## src/rtl/bilinear_flow_warp_with_decay_top_macros.svh

```systemverilog
// Assertion macros shared by the flow warp RTL.
`ifndef BILINEAR_FLOW_WARP_WITH_DECAY_TOP_MACROS_SVH
`define BILINEAR_FLOW_WARP_WITH_DECAY_TOP_MACROS_SVH

`ifndef SYNTHESIS
// same-cycle implication
`define BFWD_ASSERT_IMP(label, clk, rst, ante, cons) \
  label: assert property (@(posedge clk) disable iff (rst) (ante) |-> (cons)) \
    else $error("same-cycle check failed");
// next-cycle implication
`define BFWD_ASSERT_NEXT(label, clk, rst, ante, cons) \
  label: assert property (@(posedge clk) disable iff (rst) (ante) |=> (cons)) \
    else $error("next-cycle check failed");
`else
`define BFWD_ASSERT_IMP(label, clk, rst, ante, cons)
`define BFWD_ASSERT_NEXT(label, clk, rst, ante, cons)
`endif

`endif

```

## src/rtl/bfwd_pkg.sv

```systemverilog
// Types, constants and codes of the flow warp block.
`default_nettype none

package bfwd_pkg;

  // frame geometry and sampling grid
  localparam int unsigned FRAME_WIDTH  = 512;
  localparam int unsigned FRAME_HEIGHT = 512;
  localparam int unsigned FRAC_STEPS   = 8;

  localparam int unsigned PIX_COUNT = FRAME_WIDTH * FRAME_HEIGHT;
  localparam int unsigned ADDR_W    = $clog2(PIX_COUNT);
  localparam logic [31:0] SRC_LIMIT = 32'(PIX_COUNT - FRAME_WIDTH - 2);

  // fixed field widths
  localparam int unsigned FUNC_W    = 2;
  localparam int unsigned IDX_W     = 18;
  localparam int unsigned FRAC_IN_W = 3;
  localparam int unsigned PIX_W     = 8;

  // decay curve
  localparam int unsigned DECAY_BASE = 3200;
  localparam int unsigned DECAY_KNEE = 192;

  // arithmetic widths
  localparam int unsigned FRAC_W  = $clog2(FRAC_STEPS + 1);
  localparam int unsigned WGT_W   = $clog2(FRAC_STEPS * FRAC_STEPS + 1);
  localparam int unsigned DECAY_W = $clog2(DECAY_BASE + 1);
  localparam int unsigned PROD_W  = PIX_W + WGT_W;
  localparam int unsigned NUM_W   = PROD_W + DECAY_W;
  localparam int unsigned SUM_W   = PIX_W + 2;

  // divide by DEN through a ceiling reciprocal, exact for NUM_W-bit dividends
  localparam int unsigned DEN         = FRAC_STEPS * FRAC_STEPS * DECAY_BASE;
  localparam int unsigned DEN_W       = $clog2(DEN + 1);
  localparam int unsigned RECIP_SHIFT = NUM_W + DEN_W;
  localparam int unsigned RECIP_W     = NUM_W + 2;
  localparam int unsigned MUL_W       = NUM_W + RECIP_W;
  localparam logic [63:0] RECIP_FULL  =
    ((64'd1 << RECIP_SHIFT) + 64'(DEN) - 64'd1) / 64'(DEN);
  localparam logic [RECIP_W-1:0] RECIP = RECIP_FULL[RECIP_W-1:0];

  // result queue
  localparam int unsigned FIFO_DEPTH = 8;
  localparam int unsigned PTR_W      = $clog2(FIFO_DEPTH);
  localparam int unsigned CNT_W      = $clog2(FIFO_DEPTH + 1);

  typedef logic [ADDR_W-1:0] addr_t;
  typedef logic [PIX_W-1:0]  pix_t;
  typedef logic [FRAC_W-1:0] frac_t;
  typedef logic [WGT_W-1:0]  wgt_t;

  typedef enum logic [FUNC_W-1:0] {
    FUNC_WARP  = 2'd0,
    FUNC_WRITE = 2'd1,
    FUNC_SWAP  = 2'd2
  } func_t;

  // write request to the frame stores
  typedef struct packed {
    logic  en_a;
    logic  en_b;
    addr_t addr;
    pix_t  data;
  } store_wr_t;

  typedef struct packed {
    pix_t pixel;
    logic active;
  } out_item_t;

endpackage

`default_nettype wire

```

## src/rtl/bfwd_if.sv

```systemverilog
// Input and result channel interfaces of the flow warp block.
`default_nettype none


interface bfwd_out_if;
  import bfwd_pkg::*;

  logic             valid;
  logic             ready;
  logic [PIX_W-1:0] pixel_out;
  logic             active_frame;

  modport source (output valid, pixel_out, active_frame, input ready);
  modport sink (input valid, pixel_out, active_frame, output ready);
endinterface

`default_nettype wire

```

## src/rtl/bfwd_out_fifo.sv

```systemverilog
// Result queue between the fixed-latency pipeline and the output channel.
`default_nettype none

`include "bilinear_flow_warp_with_decay_top_macros.svh"

module bfwd_out_fifo (
  input  logic                clk,
  input  logic                rst,
  input  logic                push,
  input  bfwd_pkg::out_item_t push_item,
  bfwd_out_if.source          out_ch
);
  import bfwd_pkg::*;

  out_item_t        mem [FIFO_DEPTH];
  logic [PTR_W-1:0] wr_ptr;
  logic [PTR_W-1:0] rd_ptr;
  logic [CNT_W-1:0] count;
  logic             pop;

  assign pop                 = out_ch.valid && out_ch.ready;
  assign out_ch.valid        = (count != '0);
  assign out_ch.pixel_out    = mem[rd_ptr].pixel;
  assign out_ch.active_frame = mem[rd_ptr].active;

  always_ff @(posedge clk) begin
    if (push) begin
      mem[wr_ptr] <= push_item;
    end
  end

  always_ff @(posedge clk) begin
    if (rst) begin
      wr_ptr <= '0;
      rd_ptr <= '0;
      count  <= '0;
    end else begin
      if (push) begin
        wr_ptr <= (wr_ptr == PTR_W'(FIFO_DEPTH - 1)) ? '0 : wr_ptr + PTR_W'(1);
      end
      if (pop) begin
        rd_ptr <= (rd_ptr == PTR_W'(FIFO_DEPTH - 1)) ? '0 : rd_ptr + PTR_W'(1);
      end
      case ({push, pop})
        2'b10:   count <= count + CNT_W'(1);
        2'b01:   count <= count - CNT_W'(1);
        default: count <= count;
      endcase
    end
  end

  // credits upstream must keep a slot free for every item in flight
  `BFWD_ASSERT_IMP(a_fifo_no_overflow, clk, rst, push, count != CNT_W'(FIFO_DEPTH))

endmodule

`default_nettype wire

```

## src/flat_wrapper.sv

```systemverilog
// flat-port wrapper written by rule: the top's interface ports become plain ports
module bfwd_out_fifo_flat import bfwd_pkg::*;
  (clk, rst, push, push_item, out_ch_valid, out_ch_pixel_out, out_ch_active_frame, out_ch_ready);
  bfwd_out_if out_ch_i ();
  input  logic clk;
  input  logic rst;
  input  logic push;
  input  bfwd_pkg::out_item_t push_item;
  output wire logic [$bits(out_ch_i.valid)-1:0] out_ch_valid;
  output wire logic [$bits(out_ch_i.pixel_out)-1:0] out_ch_pixel_out;
  output wire logic [$bits(out_ch_i.active_frame)-1:0] out_ch_active_frame;
  input wire logic [$bits(out_ch_i.ready)-1:0] out_ch_ready;
  assign out_ch_valid = out_ch_i.valid;
  assign out_ch_pixel_out = out_ch_i.pixel_out;
  assign out_ch_active_frame = out_ch_i.active_frame;
  assign out_ch_i.ready = out_ch_ready;
  bfwd_out_fifo u_core (.clk(clk), .rst(rst), .push(push), .push_item(push_item), .out_ch(out_ch_i));
endmodule
```

## config.mk

```make
export PLATFORM = sky130hd
export DESIGN_NAME = bfwd_out_fifo_flat
export DESIGN_NICKNAME = d
export VERILOG_FILES = /design/src/rtl/bfwd_pkg.sv /design/src/rtl/bfwd_if.sv /design/src/rtl/bfwd_out_fifo.sv /design/src/flat_wrapper.sv
export VERILOG_INCLUDE_DIRS = /design/src /design/src/rtl
export SDC_FILE = /design/constraint.sdc
export NUM_CORES = 1
export LEC_CHECK = 0
export BUFFER_PORTS_ARGS = -buffer_cell sky130_fd_sc_hd__buf_2
export CORE_ASPECT_RATIO = 1.1
export CORE_UTILIZATION = 50
export CTS_CLUSTER_SIZE = 20
export DETAILED_ROUTE_END_ITERATION = 8
export GPL_TIMING_DRIVEN = 1
export HOLD_SLACK_MARGIN = 0.06
export PLACE_DENSITY_LB_ADDON = 0.12
export SYNTH_ARGS = -nofsm -noshare
export SYNTH_HDL_FRONTEND = slang
export SYNTH_SLANG_ARGS = --single-unit
```

## constraint.sdc

```tcl
create_clock -name clk -period 3.8 [get_ports clk]
set_input_delay 0.57 -clock clk [delete_from_list [all_inputs] [get_ports clk]]
set_output_delay 0.57 -clock clk [all_outputs]
set_load 0.02 [all_outputs]
```

-- Word level (Yosys, flattened, before mapping)
Memories as Yosys holds them, arrays and structs flattened. A register that Yosys moved wholly into a read port is not among the register bits.
Cells that the tools add are included.
- bits in registers: 10
- bits in writable memories: 72
- input port bits: 13
- output and inout port bits: 10
- word-level logic and storage cells: 22
- memories kept: 1
- add/sub/neg operators: 4
- equal/unequal tests: 4
- multiplexer cells: 7
- reductions and logical operators: 3
- memory list (memory ; words ; width ; read ports ; clocked after memory_dff ; write ports ; RTL line ; source):
    u_core.mem ; 8 ; 9 ; 1 ; 1 ; 1 ; bfwd_out_fifo.sv:15 ; out_item_t mem [FIFO_DEPTH];
- operator list (operator ; count):
    3-bit two-way mux ; 4
    4-bit case mux with 2 select lines ; 1
    3-bit by 1-bit adder with 3-bit output, second input constant ; 2
    3-bit == test, second input constant ; 2
    4-bit by 1-bit adder with 4-bit output, second input constant ; 1
    4-bit nonzero test ; 1
    4-bit by 1-bit subtractor with 4-bit output, second input constant ; 1
    2-bit by 1-bit == test with 1-bit output, second input constant ; 1
    2-bit == test, second input constant ; 1
    1-bit two-way mux ; 2
    2-bit nonzero test ; 1
    1-bit logical AND ; 1

-- Longest topological paths before layout
Gate-level depths: netlist (run 1).
- word-level depth: 4
- mapped depth: 10
- gate-level depth less buffers: 10

-- Worst setup path before layout (run 1)
Ideal clock, no wire load.
- path kind: flip-flop to flip-flop
- from: reg u_core.count[0]
- to: reg u_core.count[2]
- library setup time: 0.071 ns
- arrival time: 2.328 ns
- required time: 3.729 ns
- path slack: 1.402 ns
- stages on the path, launching flop included: 11
- clock period less this slack: 2.398 ns
- cell sequence: dfxtp_1 or4_4 nand2_1 inv_1 ha_1 xor2_1 ha_1 a21oi_1 xor2_1 or3_1 a21oi_1
- word-level cells in the longest chain between the ends: 4
- ends and longest elaborated chain (element ; RTL line ; source):
    start, declared ; bfwd_out_fifo.sv:18 ; logic [CNT_W-1:0] count;
    start signal, assigned ; bfwd_out_fifo.sv:45 ; 2'b10: count <= count + CNT_W'(1);
    start signal, assigned ; bfwd_out_fifo.sv:46 ; 2'b01: count <= count - CNT_W'(1);
    start signal, assigned ; bfwd_out_fifo.sv:47 ; default: count <= count;
    4-bit nonzero test (*) ; bfwd_out_fifo.sv:22 ; assign out_ch.valid = (count != '0);
    net out_ch_valid ; flat_wrapper.sv:9 ; output wire logic [$bits(out_ch_i.valid)-1:0] out_ch_valid;
    1-bit logical AND (*) ; bfwd_out_fifo.sv:21 ; assign pop = out_ch.valid && out_ch.ready;
    2-bit by 1-bit == test with 1-bit output or 2-bit == test (tied branches) ; bfwd_out_fifo.sv:44 ; case ({push, pop})
    4-bit case mux with 2 select lines or 2-bit nonzero test (tied branches) ; n/a ;
The timed path passes the listed nets; every way through them passes the cells marked *.
A chain may end at the register's enable or synchronous reset.

==> flow_summary.html, run 1 <==
<table>
<tr><th>Metric</th><th>Value</th></tr>
<tr><th colspan="2">CTS</th></tr>
<tr><td>Number of buffers inserted during clock tree synthesis</td><td>9</td></tr>
<tr><td>CTS root buffer</td><td>sky130_fd_sc_hd__clkbuf_8</td></tr>
<tr><td>Total number of clock tree sinks</td><td>85</td></tr>
<tr><td>Clock latency on the worst-skew pair</td><td>0.33 ns</td></tr>
<tr><td>Maximum root-to-sink buffer count</td><td>2</td></tr>
<tr><td>Hold-fix buffers at CTS</td><td>0</td></tr>
<tr><td>Clock transition at the registers of the reported paths</td><td>around 0.070 ns</td></tr>
<tr><td>Buffers inserted by post-CTS timing repair</td><td>0</td></tr>
<tr><td>CTS tree</td><td>done</td></tr>
<tr><td>Post_cts resized</td><td>0</td></tr>
<tr><td>Number of H-tree levels</td><td>3</td></tr>
<tr><th colspan="2">Setup path</th></tr>
<tr><td>Category of the worst setup path capture point</td><td>output pin</td></tr>
<tr><td>Slowest library cell on the worst path</td><td>sky130_fd_sc_hd__dfxtp_1</td></tr>
<tr><td>Data required time at the worst endpoint</td><td>3.23 ns</td></tr>
<tr><td>Delay-heaviest family, CP</td><td>flip-flops</td></tr>
<tr><td>Critical path type</td><td>reg -&gt; out</td></tr>
<tr><td>CP Cell Sequence</td><td>mux4_1, mux2_2, buf_2</td></tr>
<tr><td>Category of the worst setup path launch point</td><td>register</td></tr>
<tr><td>Crit path buffers/inverters</td><td>1</td></tr>
<tr><td>Data arrival time of the worst path</td><td>2.05 ns</td></tr>
<tr><td>Largest fanout on the critical path</td><td>18</td></tr>
<tr><td>Largest stage delay, worst path</td><td>0.86 ns</td></tr>
<tr><th colspan="2">STA</th></tr>
<tr><td>Max-slew violations</td><td>0</td></tr>
<tr><td>Max Fclk</td><td>roughly 0.38 GHz</td></tr>
<tr><td>Min Clock Period, post-route</td><td>2.62 ns</td></tr>
<tr><td>Final setup violation count</td><td>0</td></tr>
<tr><td>Part of the cycle the worst path needs</td><td>68.8%</td></tr>
<tr><td>Final count of hold timing violations</td><td>0</td></tr>
<tr><td>Worst slew margin</td><td>roughly 28%</td></tr>
<tr><td>Slew at the pin closest to its max-slew limit</td><td>1.07 ns</td></tr>
<tr><td>Worst clock skew</td><td>0.00895 ns</td></tr>
<tr><td>Total Neg Setup Slack</td><td>0 ns</td></tr>
<tr><td>Unrepaired setup endpoints after global routing</td><td>no</td></tr>
<tr><th colspan="2">Drt</th></tr>
<tr><td>Average wire length per cell after detail routing</td><td>19.2 µm</td></tr>
<tr><td>Number of DRC markers in iteration 0</td><td>76</td></tr>
<tr><td>Via/cell ratio</td><td>5.55</td></tr>
<tr><td>Residual antenna-violating net count after detailed routing</td><td>0</td></tr>
<tr><td>Via count</td><td>~1600</td></tr>
<tr><td>Total detailed-routing wirelength</td><td>5640 µm</td></tr>
<tr><td>DR DRC count</td><td>0</td></tr>
<tr><td>First-pass DRT Iterations</td><td>4</td></tr>
<tr><th colspan="2">Floorplanning</th></tr>
<tr><td>Die height</td><td>about 89 µm</td></tr>
<tr><td>Chip Width</td><td>81.0 µm</td></tr>
<tr><td>Effective utilization at floorplan</td><td>~52%</td></tr>
<tr><td>Total I/O pin count</td><td>23</td></tr>
<tr><td>Core ar.</td><td>6590 µm²</td></tr>
<tr><td>Std cell rows</td><td>31</td></tr>
<tr><td>DIE AREA</td><td>7190 µm²</td></tr>
<tr><th colspan="2">Yosys</th></tr>
<tr><td>Distinct cells, synth</td><td>27</td></tr>
<tr><td>Post-Synthesis Cell Area</td><td>3430 µm²</td></tr>
<tr><td>Cell taking the most area after synthesis</td><td>sky130_fd_sc_hd__edfxtp_1</td></tr>
<tr><td>Main area contributors after synthesis</td><td>sky130_fd_sc_hd__edfxtp_1 (63%), sky130_fd_sc_hd__mux4_1 (14%), sky130_fd_sc_hd__dfxtp_1 (7.6%)</td></tr>
<tr><td>Synthesized area per cell</td><td>19.3 µm²</td></tr>
<tr><td>Number of warning messages in the yosys log</td><td>0</td></tr>
<tr><td>Share of Yosys cell area claimed by the top area cell type</td><td>63.0%</td></tr>
<tr><td>Sequential-to-total area share from yosys stat</td><td>70.6%</td></tr>
<tr><td>Count of state elements after synthesis</td><td>85</td></tr>
<tr><td>Post-Synthesis Net Count</td><td>198</td></tr>
<tr><td>Count of mapped cells out of synthesis</td><td>178</td></tr>
<tr><th colspan="2">GRT</th></tr>
<tr><td>Initial antenna violation count</td><td>0</td></tr>
<tr><td>Maximum number of pins on one net before global-route repair</td><td>19</td></tr>
<tr><td>Global route overflow</td><td>0</td></tr>
<tr><td>Overall routing resource usage</td><td>17.7%</td></tr>
<tr><td>Vias in the first global route</td><td>1621</td></tr>
<tr><td>Global-route wire length before repair</td><td>8650 µm</td></tr>
<tr><th colspan="2">Layout</th></tr>
<tr><td>Relative area change from synthesis to final layout</td><td>10.4%</td></tr>
<tr><td>Ratio of cells with drive above 1 in the final layout</td><td>23.2%</td></tr>
<tr><td>Number of nets in the final layout</td><td>226</td></tr>
<tr><td>Most common cell after layout, fill and taps aside</td><td>sky130_fd_sc_hd__edfxtp_1</td></tr>
<tr><td># diodes</td><td>0</td></tr>
<tr><td>Most used cells in the layout excluding fill and tap cells</td><td>sky130_fd_sc_hd__edfxtp_1 (72), sky130_fd_sc_hd__buf_2 (22), sky130_fd_sc_hd__mux4_1 (18), sky130_fd_sc_hd__nor2_1 (13), sky130_fd_sc_hd__dfxtp_1 (13)</td></tr>
<tr><th colspan="2">Pwr</th></tr>
<tr><td>Power after layout</td><td>2100 µW</td></tr>
<tr><td>Pwr/cell area</td><td>approximately 560 nW/µm²</td></tr>
<tr><td>Leakage power of the design</td><td>0.00132 µW</td></tr>
<tr><td>Largest vdd supply drop</td><td>just under 0.3 mV</td></tr>
<tr><th colspan="2">Hold path</th></tr>
<tr><td>Path category of the worst min-delay check</td><td>reg -&gt; reg</td></tr>
<tr><th colspan="2">Placement</th></tr>
<tr><td>Input/output buffers</td><td>22</td></tr>
<tr><td>Placed wire-length estimate</td><td>3530 µm</td></tr>
<tr><td>Final weighted congestion in routability-driven placement</td><td>0.697</td></tr>
<tr><th colspan="2">Flow run</th></tr>
<tr><td>Count of max-cap constraint violations</td><td>0</td></tr>
<tr><th colspan="2">Status</th></tr>
<tr><td>Result of the run</td><td>completed</td></tr>
</table>
-- final timing paths --
| kind | start | to | slack (ns) | cells after the start |
|---|---|---|---|---|
| hold reg to reg | u_core.rd_ptr[1]$_SDFFE_PP0N_ | u_core.rd_ptr[1]$_SDFFE_PP0N_ | 0.50 | 2 |
| setup / recovery | register | out_ch_pixel_out[3] | 1.18 | 3 |
| setup reg to reg | u_core.count[1]$_SDFFE_PP0P_ | u_core.count[2]$_SDFFE_PP0P_ | 1.24 | 10 |
| hold / removal | u_core.rd_ptr[1]$_SDFFE_PP0N_ | u_core.rd_ptr[1]$_SDFFE_PP0N_ | 0.50 | 2 |
-- flip-flops by register name (all words and copies together), names as in the netlist, named ones only --
| signal | count |
|---|---|
| u_core.wr_ptr | 3 |
| u_core.rd_ptr | 3 |
| u_core.count | 4 |
| u_core.mem | 72 |
-- per-layer routing --
layer / GRT usage, % / wire, µm / vias up
li1: - / - / 780
met1: 23.3 / 2560 / 815
met2: 28.5 / 2830 / 26
met3: 2.99 / 146 / 6
met4: 9.42 / 107 / 0
met5: 0 / 0 / -
-- final cells by class --
class                           instances  area, µm²
Multi-Input combinational cell         85        962
Clock buffer                           14        163
Inverter                                2       7.51
Sequential cell                        85       2420
Fill cell                             506       2810
Tap cell                               82        103
Timing Repair Buffer                   23        118
Clock inverter                          2       10.0
-- worst min-delay path: stages, from the launching register on --
cell                      delay [ns]
sky130_fd_sc_hd__dfxtp_1        0.32
sky130_fd_sc_hd__nand2_1        0.05
sky130_fd_sc_hd__a21oi_1        0.07
-- cell usage after synthesis --
cell and count:
sky130_fd_sc_hd__nand3_1 1, sky130_fd_sc_hd__a32o_1 1, sky130_fd_sc_hd__or3_1 2, sky130_fd_sc_hd__dfxtp_1 13, sky130_fd_sc_hd__a21oi_1 6, sky130_fd_sc_hd__buf_2 1
sky130_fd_sc_hd__inv_1 2, sky130_fd_sc_hd__buf_1 1, sky130_fd_sc_hd__ha_1 7, sky130_fd_sc_hd__nor2_1 13, sky130_fd_sc_hd__mux4_1 18, sky130_fd_sc_hd__nor3b_1 1
sky130_fd_sc_hd__buf_12 1, sky130_fd_sc_hd__o22ai_1 1, sky130_fd_sc_hd__buf_6 1, sky130_fd_sc_hd__mux2_2 10, sky130_fd_sc_hd__o21ai_0 2, sky130_fd_sc_hd__edfxtp_1 72
sky130_fd_sc_hd__nor2b_1 1, sky130_fd_sc_hd__mux2i_1 3, sky130_fd_sc_hd__xor2_1 3, sky130_fd_sc_hd__nand2_1 7, sky130_fd_sc_hd__nor3_1 3, sky130_fd_sc_hd__clkbuf_1 2
sky130_fd_sc_hd__nand2b_1 4, sky130_fd_sc_hd__nand4b_1 1, sky130_fd_sc_hd__or4_4 1
-- where the power goes --
group | internal (µW) | total (µW) | switching (µW)
clock | 272 | 555 | 282
sequential | 1050 | 1100 | 42.5
combinational | 226 | 452 | 225
total | 1550 | 2100 | 550
-- cells by family (layout without fill, tap and decap cells) --
group,Yosys count,after routing,share of synthesized area [%]
flops,85,85,70.6
compound gates,10,10,1.64
xor+xnor,3,3,0.766
buf+inv,8,41,1.61
fa+ha+maj,7,7,2.55
simple gates,34,34,4.85
mux,31,31,17.9
-- per-stage QoR --
step / std cells / hold WS [ns] / setup WS (ns) / cell area (µm²) / utilization (%)
after floorplan: 178 / 0.450 / 1.40 / 3430 / -
after global placement: 277 / 0.485 / 1.40 / 3610 / 54.8
after detailed placement: 277 / 0.483 / 1.26 / 3610 / 54.8
after CTS: 293 / 0.490 / 1.15 / 3780 / 57.4
after global routing: 293 / 0.496 / 1.09 / 3780 / 57.4
final: 293 / 0.500 / 1.18 / 3780 / 57.4
(Power assumes the default switching activity.)
==> inputs of run 2 (changes only) <==
clock period = 2.3 ns   (was 3.8 ns; I/O delays follow)
==> flow_summary.html, run 2 (synthesis results as in run 1) <==
<table>
<tr><th>Metric</th><th>Value</th></tr>
<tr><th colspan="2">STA</th></tr>
<tr><td>Final WS setup</td><td>-0.0715 ns (was 1.18 ns)</td></tr>
<tr><td>Worst clock skew</td><td>0.00920 ns (was 0.00895 ns)</td></tr>
<tr><td>Part of the cycle the worst path needs</td><td>103%</td></tr>
<tr><td>Slew at the pin closest to its max-slew limit</td><td>0.560 ns (was 1.07 ns)</td></tr>
<tr><td>Total Neg Setup Slack</td><td>-0.0715 ns (was 0 ns)</td></tr>
<tr><td>Final count of hold timing violations</td><td>0 (unchanged)</td></tr>
<tr><td>Min Clock Period, post-route</td><td>2.37 ns</td></tr>
<tr><td>Final setup violation count</td><td>1 (was 0)</td></tr>
<tr><td>Unrepaired setup endpoints after global routing</td><td>yes (was no)</td></tr>
<tr><td>Max Fclk</td><td>0.422 GHz</td></tr>
<tr><td>Max-slew violations</td><td>0 (unchanged)</td></tr>
<tr><td>Worst slew margin</td><td>62.6% (was 28.1%)</td></tr>
<tr><td>Hold_ws</td><td>0.270 ns (was 0.500 ns)</td></tr>
<tr><th colspan="2">CTS</th></tr>
<tr><td>Maximum root-to-sink buffer count</td><td>2 (unchanged)</td></tr>
<tr><td>CTS root buffer</td><td>sky130_fd_sc_hd__clkbuf_8 (unchanged)</td></tr>
<tr><td>Number of H-tree levels</td><td>3 (unchanged)</td></tr>
<tr><td>Total number of clock tree sinks</td><td>85 (unchanged)</td></tr>
<tr><td>CTS tree</td><td>done (unchanged)</td></tr>
<tr><td>Number of buffers inserted during clock tree synthesis</td><td>9 (unchanged)</td></tr>
<tr><td>Clock latency on the worst-skew pair</td><td>0.34 ns (was 0.33 ns)</td></tr>
<tr><td>Clock transition at the registers of the reported paths</td><td>0.08 ns (was 0.07 ns)</td></tr>
<tr><th colspan="2">Setup path</th></tr>
<tr><td>Largest fanout on the critical path</td><td>4 (was 18)</td></tr>
<tr><td>Reg2Reg Launch Point</td><td>u_core.count[1]$_SDFFE_PP0P_ (unchanged)</td></tr>
<tr><td>Category of the worst setup path launch point</td><td>register (unchanged)</td></tr>
<tr><td>Worst reg2reg setup slack</td><td>-0.07 ns (was 1.24 ns)</td></tr>
<tr><td>Endpoint of the lowest-slack register-to-register path</td><td>u_core.count[2]$_SDFFE_PP0P_ (unchanged)</td></tr>
<tr><td>Data arrival time of the worst path</td><td>2.64 ns (was 2.05 ns)</td></tr>
<tr><td>Cell count of the worst reg-to-reg path</td><td>10 (unchanged)</td></tr>
<tr><td>Launching element of the worst setup path</td><td>u_core.count[1]$_SDFFE_PP0P_</td></tr>
<tr><td>Data required time at the worst endpoint</td><td>2.57 ns (was 3.23 ns)</td></tr>
<tr><td>Category of the worst setup path capture point</td><td>register (was output pin)</td></tr>
<tr><td>Critical path type</td><td>reg -&gt; reg (was reg -&gt; out)</td></tr>
<tr><th colspan="2">Pwr</th></tr>
<tr><td>Sw power</td><td>994 µW (was 550 µW)</td></tr>
<tr><td>Clk pwr share</td><td>25.9% (was 26.4%)</td></tr>
<tr><td>Leakage power of the design</td><td>0.00141 µW (was 0.00132 µW)</td></tr>
<tr><td>Pwr/cell area</td><td>940 nW/µm² (was 556 nW/µm²)</td></tr>
<tr><td>Flop pwr share</td><td>48.1% (was 52.2%)</td></tr>
<tr><td>Int Pwr</td><td>2750 µW (was 1550 µW)</td></tr>
<tr><td>Sw Share</td><td>26.5% (was 26.2%)</td></tr>
<tr><td>Part of the total power dissipated in combinational logic</td><td>26.0% (was 21.5%)</td></tr>
<tr><td>Largest vdd supply drop</td><td>0.581 mV (was 0.289 mV)</td></tr>
<tr><th colspan="2">Floorplanning</th></tr>
<tr><td>DIE AREA</td><td>7190 µm² (unchanged)</td></tr>
<tr><td>Total I/O pin count</td><td>23 (unchanged)</td></tr>
<tr><td>Die height</td><td>88.9 µm (unchanged)</td></tr>
<tr><td>Core ar.</td><td>6590 µm² (unchanged)</td></tr>
<tr><td>Effective utilization at floorplan</td><td>52.0% (unchanged)</td></tr>
<tr><td>Std cell rows</td><td>31 (unchanged)</td></tr>
<tr><td>Chip Width</td><td>81.0 µm (unchanged)</td></tr>
<tr><th colspan="2">Layout</th></tr>
<tr><td>Largest registers</td><td>u_core.mem (72), u_core.count (4) (unchanged)</td></tr>
<tr><td># diodes</td><td>0 (unchanged)</td></tr>
<tr><td>Most used cells in the layout excluding fill and tap cells</td><td>sky130_fd_sc_hd__edfxtp_1 (72), sky130_fd_sc_hd__buf_2 (22), sky130_fd_sc_hd__mux4_1 (18), sky130_fd_sc_hd__buf_4 (16), sky130_fd_sc_hd__nor2_1 (13) (was sky130_fd_sc_hd__edfxtp_1 (72), sky130_fd_sc_hd__buf_2 (22), sky130_fd_sc_hd__mux4_1 (18), sky130_fd_sc_hd__nor2_1 (13), sky130_fd_sc_hd__dfxtp_1 (13))</td></tr>
<tr><td>Max FFs per register</td><td>72 (unchanged)</td></tr>
<tr><td>Design area</td><td>3990 µm² (was 3780 µm²)</td></tr>
<tr><td>Largest reg by FF count</td><td>u_core.mem (unchanged)</td></tr>
<tr><td>Relative area change from synthesis to final layout</td><td>16.3% (was 10.4%)</td></tr>
<tr><td>Ratio of cells with drive above 1 in the final layout</td><td>32.0% (was 23.2%)</td></tr>
<tr><td>Most common cell after layout, fill and taps aside</td><td>sky130_fd_sc_hd__edfxtp_1 (unchanged)</td></tr>
<tr><td>Filler instances</td><td>481 (was 506)</td></tr>
<tr><td>Number of nets in the final layout</td><td>243 (was 226)</td></tr>
<tr><th colspan="2">GRT</th></tr>
<tr><td>Vias in the first global route</td><td>1770 (was 1621)</td></tr>
<tr><td>Initial antenna violation count</td><td>0 (unchanged)</td></tr>
<tr><td>Global route overflow</td><td>0 (unchanged)</td></tr>
<tr><td>Global-route wire length before repair</td><td>9200 µm (was 8650 µm)</td></tr>
<tr><td>Maximum number of pins on one net before global-route repair</td><td>19 (unchanged)</td></tr>
<tr><td>Overall routing resource usage</td><td>18.8% (was 17.7%)</td></tr>
<tr><th colspan="2">Placement</th></tr>
<tr><td>Placed wire-length estimate</td><td>3780 µm (was 3530 µm)</td></tr>
<tr><td>Minimum setup slack after placement</td><td>-0.0249 ns (was 1.26 ns)</td></tr>
<tr><td>Final weighted congestion in routability-driven placement</td><td>0.706 (was 0.697)</td></tr>
<tr><td>Standard cell area after detailed placement</td><td>3710 µm² (was 3610 µm²)</td></tr>
<tr><td>Input/output buffers</td><td>22 (unchanged)</td></tr>
<tr><th colspan="2">Drt</th></tr>
<tr><td>Via count</td><td>1763 (was 1627)</td></tr>
<tr><td>Residual antenna-violating net count after detailed routing</td><td>0 (unchanged)</td></tr>
<tr><td>Total detailed-routing wirelength</td><td>6160 µm (was 5640 µm)</td></tr>
<tr><td>Number of DRC markers in iteration 0</td><td>171 (was 76)</td></tr>
<tr><td>Average wire length per cell after detail routing</td><td>19.9 µm (was 19.2 µm)</td></tr>
<tr><td>First-pass DRT Iterations</td><td>4 (unchanged)</td></tr>
<tr><td>DR DRC count</td><td>0 (unchanged)</td></tr>
<tr><td>Via/cell ratio</td><td>5.69 (was 5.55)</td></tr>
<tr><th colspan="2">Hold path</th></tr>
<tr><td>Path category of the worst min-delay check</td><td>in -&gt; reg (was reg -&gt; reg)</td></tr>
<tr><td>Count of cells along the worst hold path</td><td>1 (was 2)</td></tr>
<tr><td>End point of the worst hold path</td><td>u_core.mem[4][0]$_DFFE_PP_ (was u_core.rd_ptr[1]$_SDFFE_PP0N_)</td></tr>
<tr><td>Launch point of the worst hold path</td><td>push_item[0] (was u_core.rd_ptr[1]$_SDFFE_PP0N_)</td></tr>
<tr><th colspan="2">Flow run</th></tr>
<tr><td>Count of max-cap constraint violations</td><td>0 (unchanged)</td></tr>
<tr><th colspan="2">Status</th></tr>
<tr><td>Violated checks</td><td>setup timing</td></tr>
<tr><td>Result of the run</td><td>finished with violations (was completed)</td></tr>
</table>
==> run 2: worst max-delay path by stage <==
| stage | endpoint | slack [ns] | depth (start not counted) |
|---|---|---|---|
| final | u_core.count[2]$_SDFFE_PP0P_ | -0.07 | 10 |
| after global placement | u_core.count[2]$_SDFFE_PP0P_ | 0.08 | 10 |
| after global routing | u_core.count[2]$_SDFFE_PP0P_ | -0.15 | 10 |
| after CTS | u_core.count[2]$_SDFFE_PP0P_ | 0.01 | 10 |
| after detailed placement | u_core.count[2]$_SDFFE_PP0P_ | -0.02 | 10 |
| after floorplan | u_core.count[2]$_SDFFE_PP0P_ | 0.01 | 10 |
==> run 2: through the flow <==
step	total power, µW	utilization (%)	cells
3_5_place_dp	2670	56.3	289
5_1_grt	3940	60.5	310
3_3_place_gp	2630	56.3	289
2_1_floorplan	2460	-	178
6_report	3750	60.5	310
4_1_cts	3660	59.3	306
==> run 2: final cells by class <==
type / count / area (µm²) / share of cell area, %
inverter: 2 / 10.0 / 0.251
multi-input combinational: 85 / 990 / 24.8
tap: 82 / 103 / 2.57
timing repair buffer: 40 / 275 / 6.90
clock buffer: 11 / 131 / 3.29
sequential: 85 / 2430 / 60.9
clock inverter: 5 / 51.3 / 1.29
==> run 2: repair_timing <==
item	in CTS	in global routing
cloned	0	1
buffers inserted	1	3
pin swaps	1	6
gates resized for setup	1	9
hold buffers	0	0
setup endpoints to repair	1	11
==> run 2: critical path, cell delays in order (launching register included) <==
cell and delay [ns]:
sky130_fd_sc_hd__dfxtp_2 0.32, sky130_fd_sc_hd__or4_4 0.55, sky130_fd_sc_hd__nand2_4 0.12, sky130_fd_sc_hd__inv_4 0.04, sky130_fd_sc_hd__ha_4 0.16, sky130_fd_sc_hd__xor2_2 0.17
sky130_fd_sc_hd__ha_2 0.20, sky130_fd_sc_hd__a21oi_2 0.04, sky130_fd_sc_hd__xor2_1 0.17, sky130_fd_sc_hd__or3_1 0.40, sky130_fd_sc_hd__a21oi_2 0.13
==> run 2: power by group through the flow <==
stage                     Sequential, µW  Combinational (µW)  Clock [µW]
after global placement              1810                 812           0
after detailed placement            1820                 853           0
after floorplan                     1810                 642           0
after CTS                           1790                 881         998
final                               1800                 973         970
after global routing                1810                1060        1070
==> run 2: metal layers <==
layer / track usage (%) / up-vias / routed length [µm]
li1: - / 810 / -
met1: 22.2 / 904 / 2550
met2: 32.6 / 36 / 3250
met3: 3.20 / 13 / 217
met4: 10.6 / 0 / 138
met5: 0 / - / 0
